### config.mk
export PLATFORM = sky130hd
export DESIGN_NAME = sorted_index_segment_builder_top
export DESIGN_NICKNAME = d
export VERILOG_FILES = /design/src/sv/sisb_pkg.sv /design/src/sv/sisb_front.sv /design/src/sv/sisb_queue.sv /design/src/sv/sisb_back.sv /design/src/sv/sorted_index_segment_builder_top.sv
export SDC_FILE = /design/constraint.sdc
export NUM_CORES = 1
export LEC_CHECK = 0
export BUFFER_PORTS_ARGS = -buffer_cell sky130_fd_sc_hd__buf_2
export CELL_PAD_IN_SITES_DETAIL_PLACEMENT = 1
export CELL_PAD_IN_SITES_GLOBAL_PLACEMENT = 1
export CORE_MARGIN = 5
export CORE_UTILIZATION = 55
export CTS_BUF_LIST = sky130_fd_sc_hd__clkbuf_8
export CTS_CLUSTER_DIAMETER = 40
export DETAILED_ROUTE_END_ITERATION = 7
export GPL_TIMING_DRIVEN = 1
export PLACE_DENSITY = 0.87
export SLEW_MARGIN = 10
export SYNTH_ARGS = -nofsm -noshare
export SYNTH_HDL_FRONTEND = slang
export SYNTH_HIERARCHICAL = 1
export SYNTH_SLANG_ARGS = --single-unit
### constraint.sdc
create_clock -name aclk -period 7 [get_ports aclk]
set_input_delay 0.35 -clock aclk [delete_from_list [all_inputs] [get_ports aclk]]
set_output_delay 0.35 -clock aclk [all_outputs]
set_load 0.1 [all_outputs]
### src/sv/sisb_pkg.sv
package sisb_pkg;

    // Field widths fixed by the record layout.
    localparam int IDX_W = 16;
    localparam int POS_W = 20;
    localparam int CNT_W = 21;
    localparam int QPC_W = 17;

    // Bond positions wrap at MAX_BONDS and run lengths saturate there.
    localparam logic [POS_W-1:0] POS_LAST  = 20'hFFFFF;
    localparam logic [CNT_W-1:0] MAX_BONDS = 21'h100000;

    // Reset value of the query-point count register.
    localparam logic [QPC_W-1:0] QPC_RESET = 17'h10000;

    // Default depth of the queue between the front and the back.
    localparam int QUEUE_DEPTH_DEF = 4;

    // One bond beat on the input channel.
    typedef struct packed {
        logic [IDX_W-1:0] query_index;
        logic             last_bond;
    } bond_beat_t;

    // One segment record on the result channel.
    typedef struct packed {
        logic [IDX_W-1:0] segment_index;
        logic [POS_W-1:0] segment_start;
        logic [CNT_W-1:0] segment_count;
        logic             index_out_of_range;
        logic             last_record;
    } seg_rec_t;

    // One queue entry: the records that a single bond closes, in order.
    typedef struct packed {
        logic     has_change;
        seg_rec_t change_rec;
        logic     has_last;
        seg_rec_t last_rec;
    } seg_entry_t;

endpackage

### src/sv/sisb_front.sv
module sisb_front
    import sisb_pkg::*;
(
    input  logic             aclk,
    input  logic             aresetn,
    input  logic             s_valid,
    output logic             s_ready,
    input  bond_beat_t       s_beat,
    input  logic             cfg_valid,
    output logic             cfg_ready,
    input  logic [QPC_W-1:0] cfg_data,
    output logic             push_o,
    output seg_entry_t       entry_o,
    input  logic             full_i
);

    logic             run_active_reg, run_active_next;
    logic [IDX_W-1:0] run_index_reg, run_index_next;
    logic [POS_W-1:0] run_start_reg, run_start_next;
    logic [CNT_W-1:0] run_length_reg, run_length_next;
    logic [POS_W-1:0] bond_pos_reg, bond_pos_next;
    logic [QPC_W-1:0] qpc_reg;

    logic             accept;
    logic             change;
    logic [IDX_W-1:0] cur_index;
    logic [POS_W-1:0] cur_start;
    logic [CNT_W-1:0] cur_length;
    logic [POS_W-1:0] pos_inc;

    assign s_ready   = !full_i;
    assign cfg_ready = 1'b1;
    assign accept    = s_valid && s_ready;

    // The open run closes when a bond carries a different index.
    assign change = run_active_reg && (s_beat.query_index != run_index_reg);

    // Run as it stands after this bond is counted.
    always_comb begin
        if (!run_active_reg || change) begin
            cur_index  = s_beat.query_index;
            cur_start  = bond_pos_reg;
            cur_length = CNT_W'(1);
        end else begin
            cur_index  = run_index_reg;
            cur_start  = run_start_reg;
            cur_length = (run_length_reg < MAX_BONDS) ? run_length_reg + CNT_W'(1)
                                                      : run_length_reg;
        end
        pos_inc = (bond_pos_reg == POS_LAST) ? '0 : bond_pos_reg + POS_W'(1);
    end

    // Records closed by this bond: the change record first, then the final one.
    always_comb begin
        entry_o.has_change                    = change;
        entry_o.change_rec.segment_index      = run_index_reg;
        entry_o.change_rec.segment_start      = run_start_reg;
        entry_o.change_rec.segment_count      = run_length_reg;
        entry_o.change_rec.index_out_of_range = {1'b0, run_index_reg} >= qpc_reg;
        entry_o.change_rec.last_record        = 1'b0;
        entry_o.has_last                      = s_beat.last_bond;
        entry_o.last_rec.segment_index        = cur_index;
        entry_o.last_rec.segment_start        = cur_start;
        entry_o.last_rec.segment_count        = cur_length;
        entry_o.last_rec.index_out_of_range   = {1'b0, cur_index} >= qpc_reg;
        entry_o.last_rec.last_record          = 1'b1;
        push_o = accept && (change || s_beat.last_bond);
    end

    // Run state update; the final bond returns everything to zero.
    always_comb begin
        run_active_next = run_active_reg;
        run_index_next  = run_index_reg;
        run_start_next  = run_start_reg;
        run_length_next = run_length_reg;
        bond_pos_next   = bond_pos_reg;
        if (accept) begin
            if (s_beat.last_bond) begin
                run_active_next = 1'b0;
                run_index_next  = '0;
                run_start_next  = '0;
                run_length_next = '0;
                bond_pos_next   = '0;
            end else begin
                run_active_next = 1'b1;
                run_index_next  = cur_index;
                run_start_next  = cur_start;
                run_length_next = cur_length;
                bond_pos_next   = pos_inc;
            end
        end
    end

    always_ff @(posedge aclk) begin
        if (!aresetn) begin
            run_active_reg <= 1'b0;
            run_index_reg  <= '0;
            run_start_reg  <= '0;
            run_length_reg <= '0;
            bond_pos_reg   <= '0;
            qpc_reg        <= QPC_RESET;
        end else begin
            run_active_reg <= run_active_next;
            run_index_reg  <= run_index_next;
            run_start_reg  <= run_start_next;
            run_length_reg <= run_length_next;
            bond_pos_reg   <= bond_pos_next;
            if (cfg_valid && cfg_ready) begin
                qpc_reg <= cfg_data;
            end
        end
    end

    // An open run always holds at least one bond.
    a_active_len: assert property (@(posedge aclk) disable iff (!aresetn)
        run_active_reg |-> (run_length_reg != '0))
        else $error("open run with zero length");

    // A change record is never produced without an open run.
    a_change_open: assert property (@(posedge aclk) disable iff (!aresetn)
        (push_o && entry_o.has_change) |-> run_active_reg)
        else $error("change record without an open run");

    // The final bond always leaves the run state cleared.
    a_last_clear: assert property (@(posedge aclk) disable iff (!aresetn)
        (accept && s_beat.last_bond) |=> (!run_active_reg && bond_pos_reg == '0))
        else $error("run state not cleared after final bond");

endmodule

### src/sv/sisb_queue.sv
module sisb_queue
    import sisb_pkg::*;
#(
    parameter int DEPTH = QUEUE_DEPTH_DEF
)
(
    input  logic       aclk,
    input  logic       aresetn,
    input  logic       push_i,
    input  seg_entry_t push_entry_i,
    output logic       full_o,
    input  logic       pop_i,
    output logic       empty_o,
    output seg_entry_t head_o
);

    localparam int PTR_W = (DEPTH > 1) ? $clog2(DEPTH) : 1;
    localparam int CNT_W_Q = $clog2(DEPTH + 1);
    localparam logic [PTR_W-1:0] PTR_LAST = PTR_W'(DEPTH - 1);
    localparam logic [CNT_W_Q-1:0] CNT_FULL = CNT_W_Q'(DEPTH);

    seg_entry_t           store_reg [DEPTH];
    logic [PTR_W-1:0]     wr_ptr_reg, wr_ptr_next;
    logic [PTR_W-1:0]     rd_ptr_reg, rd_ptr_next;
    logic [CNT_W_Q-1:0]   count_reg, count_next;
    logic                 do_push, do_pop;

    assign full_o  = (count_reg == CNT_FULL);
    assign empty_o = (count_reg == '0);
    assign head_o  = store_reg[rd_ptr_reg];
    assign do_push = push_i && !full_o;
    assign do_pop  = pop_i && !empty_o;

    // Pointer and fill count update.
    always_comb begin
        wr_ptr_next = wr_ptr_reg;
        rd_ptr_next = rd_ptr_reg;
        count_next  = count_reg;
        if (do_push) begin
            wr_ptr_next = (wr_ptr_reg == PTR_LAST) ? '0 : wr_ptr_reg + PTR_W'(1);
        end
        if (do_pop) begin
            rd_ptr_next = (rd_ptr_reg == PTR_LAST) ? '0 : rd_ptr_reg + PTR_W'(1);
        end
        if (do_push && !do_pop) begin
            count_next = count_reg + CNT_W_Q'(1);
        end else if (do_pop && !do_push) begin
            count_next = count_reg - CNT_W_Q'(1);
        end
    end

    always_ff @(posedge aclk) begin
        if (!aresetn) begin
            wr_ptr_reg <= '0;
            rd_ptr_reg <= '0;
            count_reg  <= '0;
        end else begin
            wr_ptr_reg <= wr_ptr_next;
            rd_ptr_reg <= rd_ptr_next;
            count_reg  <= count_next;
        end
    end

    // Entry storage needs no reset.
    always_ff @(posedge aclk) begin
        if (do_push) begin
            store_reg[wr_ptr_reg] <= push_entry_i;
        end
    end

    // The front must never push into a full queue.
    a_no_overflow: assert property (@(posedge aclk) disable iff (!aresetn)
        push_i |-> !full_o)
        else $error("push into full queue");

    // The fill count stays within the depth.
    a_count_range: assert property (@(posedge aclk) disable iff (!aresetn)
        count_reg <= CNT_FULL)
        else $error("queue count beyond depth");

    // Every queued entry carries at least one record.
    a_entry_used: assert property (@(posedge aclk) disable iff (!aresetn)
        push_i |-> (push_entry_i.has_change || push_entry_i.has_last))
        else $error("queued entry with no record");

endmodule

### src/sv/sisb_back.sv
module sisb_back
    import sisb_pkg::*;
(
    input  logic       aclk,
    input  logic       aresetn,
    input  logic       empty_i,
    input  seg_entry_t head_i,
    output logic       pop_o,
    output logic       m_valid,
    input  logic       m_ready,
    output seg_rec_t   m_beat
);

    logic     m_valid_reg, m_valid_next;
    seg_rec_t m_beat_reg, m_beat_next;
    logic     phase_reg, phase_next;
    logic     load;

    assign m_valid = m_valid_reg;
    assign m_beat  = m_beat_reg;

    // The output register takes a new record whenever it is empty or drains.
    assign load = !empty_i && (!m_valid_reg || m_ready);

    // Pick the next record of the head entry; pop once its last record leaves.
    always_comb begin
        m_valid_next = m_valid_reg;
        m_beat_next  = m_beat_reg;
        phase_next   = phase_reg;
        pop_o        = 1'b0;
        if (m_valid_reg && m_ready) begin
            m_valid_next = 1'b0;
        end
        if (load) begin
            m_valid_next = 1'b1;
            if (head_i.has_change && !phase_reg) begin
                m_beat_next = head_i.change_rec;
                if (head_i.has_last) begin
                    phase_next = 1'b1;
                end else begin
                    pop_o = 1'b1;
                end
            end else begin
                m_beat_next = head_i.last_rec;
                phase_next  = 1'b0;
                pop_o       = 1'b1;
            end
        end
    end

    always_ff @(posedge aclk) begin
        if (!aresetn) begin
            m_valid_reg <= 1'b0;
            phase_reg   <= 1'b0;
        end else begin
            m_valid_reg <= m_valid_next;
            phase_reg   <= phase_next;
        end
    end

    // Record payload needs no reset.
    always_ff @(posedge aclk) begin
        m_beat_reg <= m_beat_next;
    end

    // Midway through an entry its final record is still waiting at the head.
    a_phase_head: assert property (@(posedge aclk) disable iff (!aresetn)
        phase_reg |-> (!empty_i && head_i.has_last && head_i.has_change))
        else $error("second record missing at queue head");

    // After a change record of a two-record entry, the final record follows.
    a_pair_order: assert property (@(posedge aclk) disable iff (!aresetn)
        (load && phase_reg) |=> (m_valid_reg && m_beat_reg.last_record))
        else $error("final record did not follow change record");

    // A stalled record is held in place.
    a_hold: assert property (@(posedge aclk) disable iff (!aresetn)
        (m_valid_reg && !m_ready) |=> (m_valid_reg && $stable(m_beat_reg)))
        else $error("stalled record changed");

endmodule

### src/sv/sorted_index_segment_builder_top.sv
// Channel    | Direction | Beat                  | Handshake
// s_         | in        | bond_beat_t           | s_valid / s_ready
// m_         | out       | seg_rec_t             | m_valid / m_ready
// cfg_       | in        | query_point_count[16:0] | cfg_valid / cfg_ready (always ready)
//
// One bond beat is accepted per cycle while the queue has room; the front
// classifies it in the cycle of acceptance and queues the records it closes.
// The back drives one record per cycle from its output register while m_ready
// holds, so a bond that closes two runs yields two output beats; results pass
// through the queue and then the output register. The queue depth sets how
// long the output may stall before s_ready falls. Reset clears the run state
// and the queue and loads the count register with 65536; no clearing pass.
module sorted_index_segment_builder_top
    import sisb_pkg::*;
#(
    parameter int QUEUE_DEPTH = QUEUE_DEPTH_DEF
)
(
    input  logic             aclk,
    input  logic             aresetn,
    input  logic             s_valid,
    output logic             s_ready,
    input  bond_beat_t       s_beat,
    output logic             m_valid,
    input  logic             m_ready,
    output seg_rec_t         m_beat,
    input  logic             cfg_valid,
    output logic             cfg_ready,
    input  logic [QPC_W-1:0] cfg_data
);

    logic       push;
    seg_entry_t push_entry;
    logic       full;
    logic       pop;
    logic       empty;
    seg_entry_t head;

    // Front: run tracking and record classification.
    sisb_front u_front (
        .aclk      (aclk),
        .aresetn   (aresetn),
        .s_valid   (s_valid),
        .s_ready   (s_ready),
        .s_beat    (s_beat),
        .cfg_valid (cfg_valid),
        .cfg_ready (cfg_ready),
        .cfg_data  (cfg_data),
        .push_o    (push),
        .entry_o   (push_entry),
        .full_i    (full)
    );

    // Queue between front and back.
    sisb_queue #(
        .DEPTH (QUEUE_DEPTH)
    ) u_queue (
        .aclk         (aclk),
        .aresetn      (aresetn),
        .push_i       (push),
        .push_entry_i (push_entry),
        .full_o       (full),
        .pop_i        (pop),
        .empty_o      (empty),
        .head_o       (head)
    );

    // Back: serializes queued records onto the result channel.
    sisb_back u_back (
        .aclk    (aclk),
        .aresetn (aresetn),
        .empty_i (empty),
        .head_i  (head),
        .pop_o   (pop),
        .m_valid (m_valid),
        .m_ready (m_ready),
        .m_beat  (m_beat)
    );

endmodule

== Word level (Yosys, flattened, before mapping) ==
Memory sizes are Yosys's and may differ from the RTL's. A register that Yosys moved wholly into a read port is not among the register bits.
Cells that the tools add are included.

* Add/sub/neg operators: 6
* Order comparisons: 3
* Eq/ne operators: 6
* Mux-type cells: 26
* Reductions and logical operators: 24

{| class="wikitable"
|+ Operator list
! kind !! count
|-
| 2-to-1 mux 20 bit || 4
|-
| 2-to-1 mux 21 bit || 3
|-
| 2-to-1 mux 59 bit || 1
|-
| greater-or-equal comparator 16 x 17 -> 1 bit || 2
|-
| 2-to-1 mux 16 bit || 2
|-
| adder 21 x 1 -> 21 bit, second input constant || 1
|-
| less-than comparator 21 bit, second input constant || 1
|-
| adder 20 x 1 -> 20 bit, second input constant || 1
|-
| equality test 20 bit, second input constant || 1
|-
| != test 16 bit || 1
|-
| logical AND 1 bit || 10
|-
| 2-to-1 mux 1 bit || 10
|-
| 2-to-1 mux 2 bit || 4
|-
| logical NOT 1 bit || 7
|-
| 2-to-1 mux 3 bit || 2
|-
| adder 2 x 1 -> 2 bit, second input constant || 2
|-
| equality test 2 bit, second input constant || 2
|-
| nonzero test 2 bit || 2
|-
| adder 3 x 1 -> 3 bit, second input constant || 1
|-
| equality test 3 bit, second input constant || 1
|-
| logical NOT 3 bit || 1
|-
| logical OR 1 bit || 3
|-
| subtractor 3 x 1 -> 3 bit, second input constant || 1
|-
| != test 2 bit, second input constant || 1
|-
| AND reduction 2 bit || 1
|}

* Register bits after elaboration: 163
* RAM bits: 472
* Bits of input ports: 39
* Logic and storage cells: 82
* Memories kept: 1

{| class="wikitable"
|+ Memory list
! name !! words !! width !! read ports !! clocked after memory_dff !! wr ports !! RTL line !! text
|-
| u_queue.store_reg || 4 || 118 || 1 || 1 || 1 || sisb_queue.sv:22 || <nowiki>seg_entry_t store_reg [DEPTH];</nowiki>
|}

== Logic depth before layout (Yosys ltp) ==
* Depth in word-level cells: 9
* Gate-level depth with buffers: 15
* Depth with buffers taken out: 12

== Hierarchy ==
Netlist, hierarchy kept.

{| class="wikitable"
|+ By module, submodules not included
! module !! instances !! cells each !! area an instance (um^2)
|-
| sisb_queue || 1 || 677 || 17782.1
|-
| sisb_front || 1 || 753 || 5735.5
|-
| sisb_back || 1 || 136 || 2905.3
|}

== Worst setup path after synthesis ==
OpenSTA, ideal clock, no wires.

* Path kind: register to register
* From: reg u_front.run_index_reg[11]
* To: mem u_queue/store_reg[0][0] (netlist name) (enable)
* Setup time: 0.493 ns
* Arrival time: 4.617 ns
* Data required time: 6.507 ns
* Path slack: 1.889 ns
* Cell stages (with the launch flop): 11
* Path buffers: 3
* Period minus slack after synthesis: 5.111 ns
* Cell sequence: dfxtp_1 -> xor2_1 -> nor4_1 -> nand4_1 -> buf_2 -> buf_2 -> and2_1 -> o21a_1 -> nor2b_1 -> clkbuf_1 -> and2_1

* Longest elaborated chain between the ends: 7

{| class="wikitable"
|+ RTL lines
! what !! RTL line !! text
|-
| from (decl) || sisb_front.sv:18 || <nowiki>logic [IDX_W-1:0] run_index_reg, run_index_next;</nowiki>
|-
| from (signal assigned) || sisb_front.sv:104 || <nowiki>run_index_reg <= run_index_next;</nowiki>
|-
| != test 16 bit || sisb_front.sv:36 || <nowiki>assign change = run_active_reg && (s_beat.query_index != run_index_reg);</nowiki>
|-
| logical AND 1 bit || sisb_front.sv:36 ||
|-
| named net u_front.change || sisb_front.sv:25 || <nowiki>logic change;</nowiki>
|-
| logical OR 1 bit || sisb_front.sv:67 || <nowiki>push_o = accept && (change || s_beat.last_bond);</nowiki>
|-
| logical AND 1 bit || sisb_front.sv:67 ||
|-
| named net push || sorted_index_segment_builder_top.sv:32 || <nowiki>logic push;</nowiki>
|-
| logical AND 1 bit || sisb_queue.sv:31 || <nowiki>assign do_push = push_i && !full_o;</nowiki>
|-
| named net u_queue.do_push || sisb_queue.sv:26 || <nowiki>logic do_push, do_pop;</nowiki>
|-
| 2-to-1 mux 1 bit || sisb_queue.sv:66 || <nowiki>if (do_push) begin</nowiki>
|-
| 2-to-1 mux 1 bit (not written as such) || sisb_queue.sv:67 || <nowiki>store_reg[wr_ptr_reg] <= push_entry_i;</nowiki>
|-
| to (decl) || sisb_queue.sv:22 ||
|}

The timed path passes the listed nets, and every way through them passes these cells.

==> results.md <==
- Avg Synthesized Cell Area: 16.9 um^2
- CP startpoint kind: flop
- Metal-1 WL: 25300 um
- Setup tns final: 0 ns
- CP required: 7.29 ns
- Core Footprint: 0.0476 mm^2
- Metal2 WL: 35600 um
- Pre-antenna DRT Iters: 5
- GRT Total Usage: 25.8%
- RSZ-0062 raised after global routing: no
- Clk sinks: 645
- Number of synthesized register bits: 645
- CP max-delay cell: and2_4
- CTS HTree Levels: 3
- Ys async rst share: 0%
- Die X: 229 um
- TritonCTS Buffers: 103
- Largest net degree at the start of global routing: 69
- Multi-input gate area: 0.00738 mm^2
- Final #Nets: 1799
- Largest fanout on the critical path: 48
- Number of flip-flops in the largest register: 480
- Vias in the first global route: 16903
- Max-Cap Viols: 0
- Area Growth Syn to Fin: 12.3%
- DP HPWL: 37400 um
- Pleak: 10.4 nW
- Skew final: 0.0451 ns
- Setup bufs post-CTS: 0
- Met3 WL: 4650 um
- PortBufs: 99
- Synth Flop Type: edfxtp_1
- Seq/Total Area, Yosys: 69.3%
- Worst Path Arrival: 4.68 ns
- Std-Cell Rows: 80
- First-pass GRT wire length: 104000 um
- Fraction of layout cells with a size suffix above 1: 25.3%
- Final Cycle Share: 62.8%
- Synth cell types: 59
- Top-area cell type share of the netlist area: 61.3%
- CTS Buffer Depth: 3
- Warning count from the yosys run: 6
- Slew HR: 25.4%
- DR DRC count: 0
- Slowest stage delay, CP: 0.83 ns
- Mapped Area: 0.0264 mm^2
- VDD IR max: 0.219 mV
- Initial DRC count: 1389
- Largest cells by area after synthesis: edfxtp_1 (61%), mux4_2 (10%), dfxtp_1 (8.0%)
- Post_cts resized: 0
- CTS tree: yes
- Final hold viol count: 0
- Most frequent cells in the layout: edfxtp_1 (539), mux4_2 (120), clkbuf_8 (116)
- Chip height: 229 um
- Wire per inst: 28.1 um
- CP most frequent cell: buf_4
- Status: completed
- Final setup viols: 0
- Vias per Instance: 6.32
- Worst-path cell chain: xor2_1 > nor4_1 > nand4_1 > buf_4 > and2_1 > o21a_1 > nor2b_1 > and2_4 > buf_4
- Total power: 0.0116 W
- Die area: 0.0525 mm^2
- Final min period: 4.40 ns
- Register area: 0.0183 mm^2
- Top Metal Used: met4
- Clk_lat worst skew: 0.69 ns
- Fill cells: 4247
- Antenna Cells: 0
- Cell area after layout: 0.0297 mm^2
- Hold WC Path Type: input pin to flop
- Worst slew pin tran: 1.11 ns
- Initial antenna violation count: 1
- Gr ovfl total: 0
- Starting density of the core: 55.5%
- CP Capture Type: flop
- Final Max Tran Viols: 0
- P per Cell Area: 391 mW/mm^2
- Clk slew on worst S/H paths: 0.06 ns
- Num ports: 101
- Placed cell area: 0.0272 mm^2
- Layout Utilization: 62.3%
- Commonest non-fill, non-tap cell in the layout: edfxtp_1
- EDFF count, synth: 539
- Routed WL: 68000 um
- Synthesized instance count: 1566
- Kind of critical path: flop to flop
- Post-synth top area cell: edfxtp_1
- DR vias: 15323
- GPL Wtd Cong: 0.806
- Root buf cell: clkbuf_8
- Fmax: 227 MHz
- Antenna-violating nets left: 0
cell families after synthesis:
kind of cell | Yosys count | share of synthesized area, %
simple gates | 346 | 6.51
mux | 202 | 14.5
xor+xnor | 38 | 1.26
buf+inv | 139 | 2.91
flops | 645 | 69.3
fa+ha+maj | 41 | 1.97
compound gates | 153 | 3.58
other cells | 2 | 0.0284
critical path, delay by kind of cell (launching register included):
kind	cells	cell delay [ns]
XOR/XNOR	1	0.37
AND/OR/NAND/NOR	5	1.98
flip-flops	1	0.46
buffers and inverters	2	1.05
AO/OA/AOI/OAI	1	0.13
power breakdown:
part / switching (W) / internal (W) / total [W] / leakage, nW
registers: 0.000238 / 0.00469 / 0.00493 / 6.06
logic: 0.00241 / 0.00103 / 0.00344 / 3.16
clock network: 0.00153 / 0.00171 / 0.00324 / 1.20
per-stage QoR:
step	setup WS, ns	cells	hold WS, ns
3_5_place_dp	2.74	2195	0.479
3_3_place_gp	3.00	2195	0.455
4_1_cts	2.64	2424	0.128
6_report	2.60	2424	0.188
5_1_grt	2.51	2424	0.173
2_1_floorplan	1.89	1567	0.443
worst paths after layout:
check                           startpoint                        to  slack (ns)  cells after the start
setup reg to reg  u_front/run_index_reg[1]  u_queue/store_reg[0][32]        2.60                      9
setup / recovery  u_front/run_index_reg[1]  u_queue/store_reg[0][32]        2.60                      9
hold / removal                     aresetn       u_front/qpc_reg[16]        0.19                      2
hold reg to reg         u_front/qpc_reg[1]        u_front/qpc_reg[1]        0.51                      2
Yosys cell counts (all sizes together), types with 3 or more instances:
| cell | number |
|---|---|
| ha | 40 |
| a211oi | 3 |
| nand3 | 24 |
| nor4b | 3 |
| inv | 31 |
| nor4 | 25 |
| xor2 | 23 |
| mux2 | 59 |
| dfxtp | 106 |
| o21ai | 43 |
| xnor2 | 15 |
| clkbuf | 61 |
| nor2 | 87 |
| a21oi | 52 |
| nand3b | 25 |
| a21o | 6 |
| and4 | 7 |
| nor2b | 8 |
| and2 | 10 |
| o21a | 3 |
| a32oi | 20 |
| buf | 47 |
| edfxtp | 539 |
| o211ai | 4 |
| nand4 | 11 |
| o31ai | 5 |
| or3 | 6 |
| a31oi | 5 |
| nand4b | 4 |
| mux4 | 120 |
| and3 | 6 |
| nand2b | 3 |
| nand2 | 114 |
| nor3 | 7 |
| mux2i | 23 |
repair_timing:
action	in CTS	in global routing
hold endpoints to repair	88	0
hold buffers	34	0
endpoints found under the setup margin	0	0
routing by layer:
metal | GRT usage, % | vias to the layer above
li1 | - | 6416
met1 | 31.8 | 7953
met2 | 44.8 | 770
met3 | 5.29 | 184
met4 | 10.4 | 0
met5 | 0 | -
final cells by class:
cell class                 instances  area share, %
inverter                          31          0.392
clock inverter                    79           1.65
multi-input combinational        783           24.9
tap                              615           2.59
timing repair buffer             155           3.37
sequential                       645           61.7
clock buffer                     116           5.38
No activity file was read; power rests on OpenSTA's default activity.
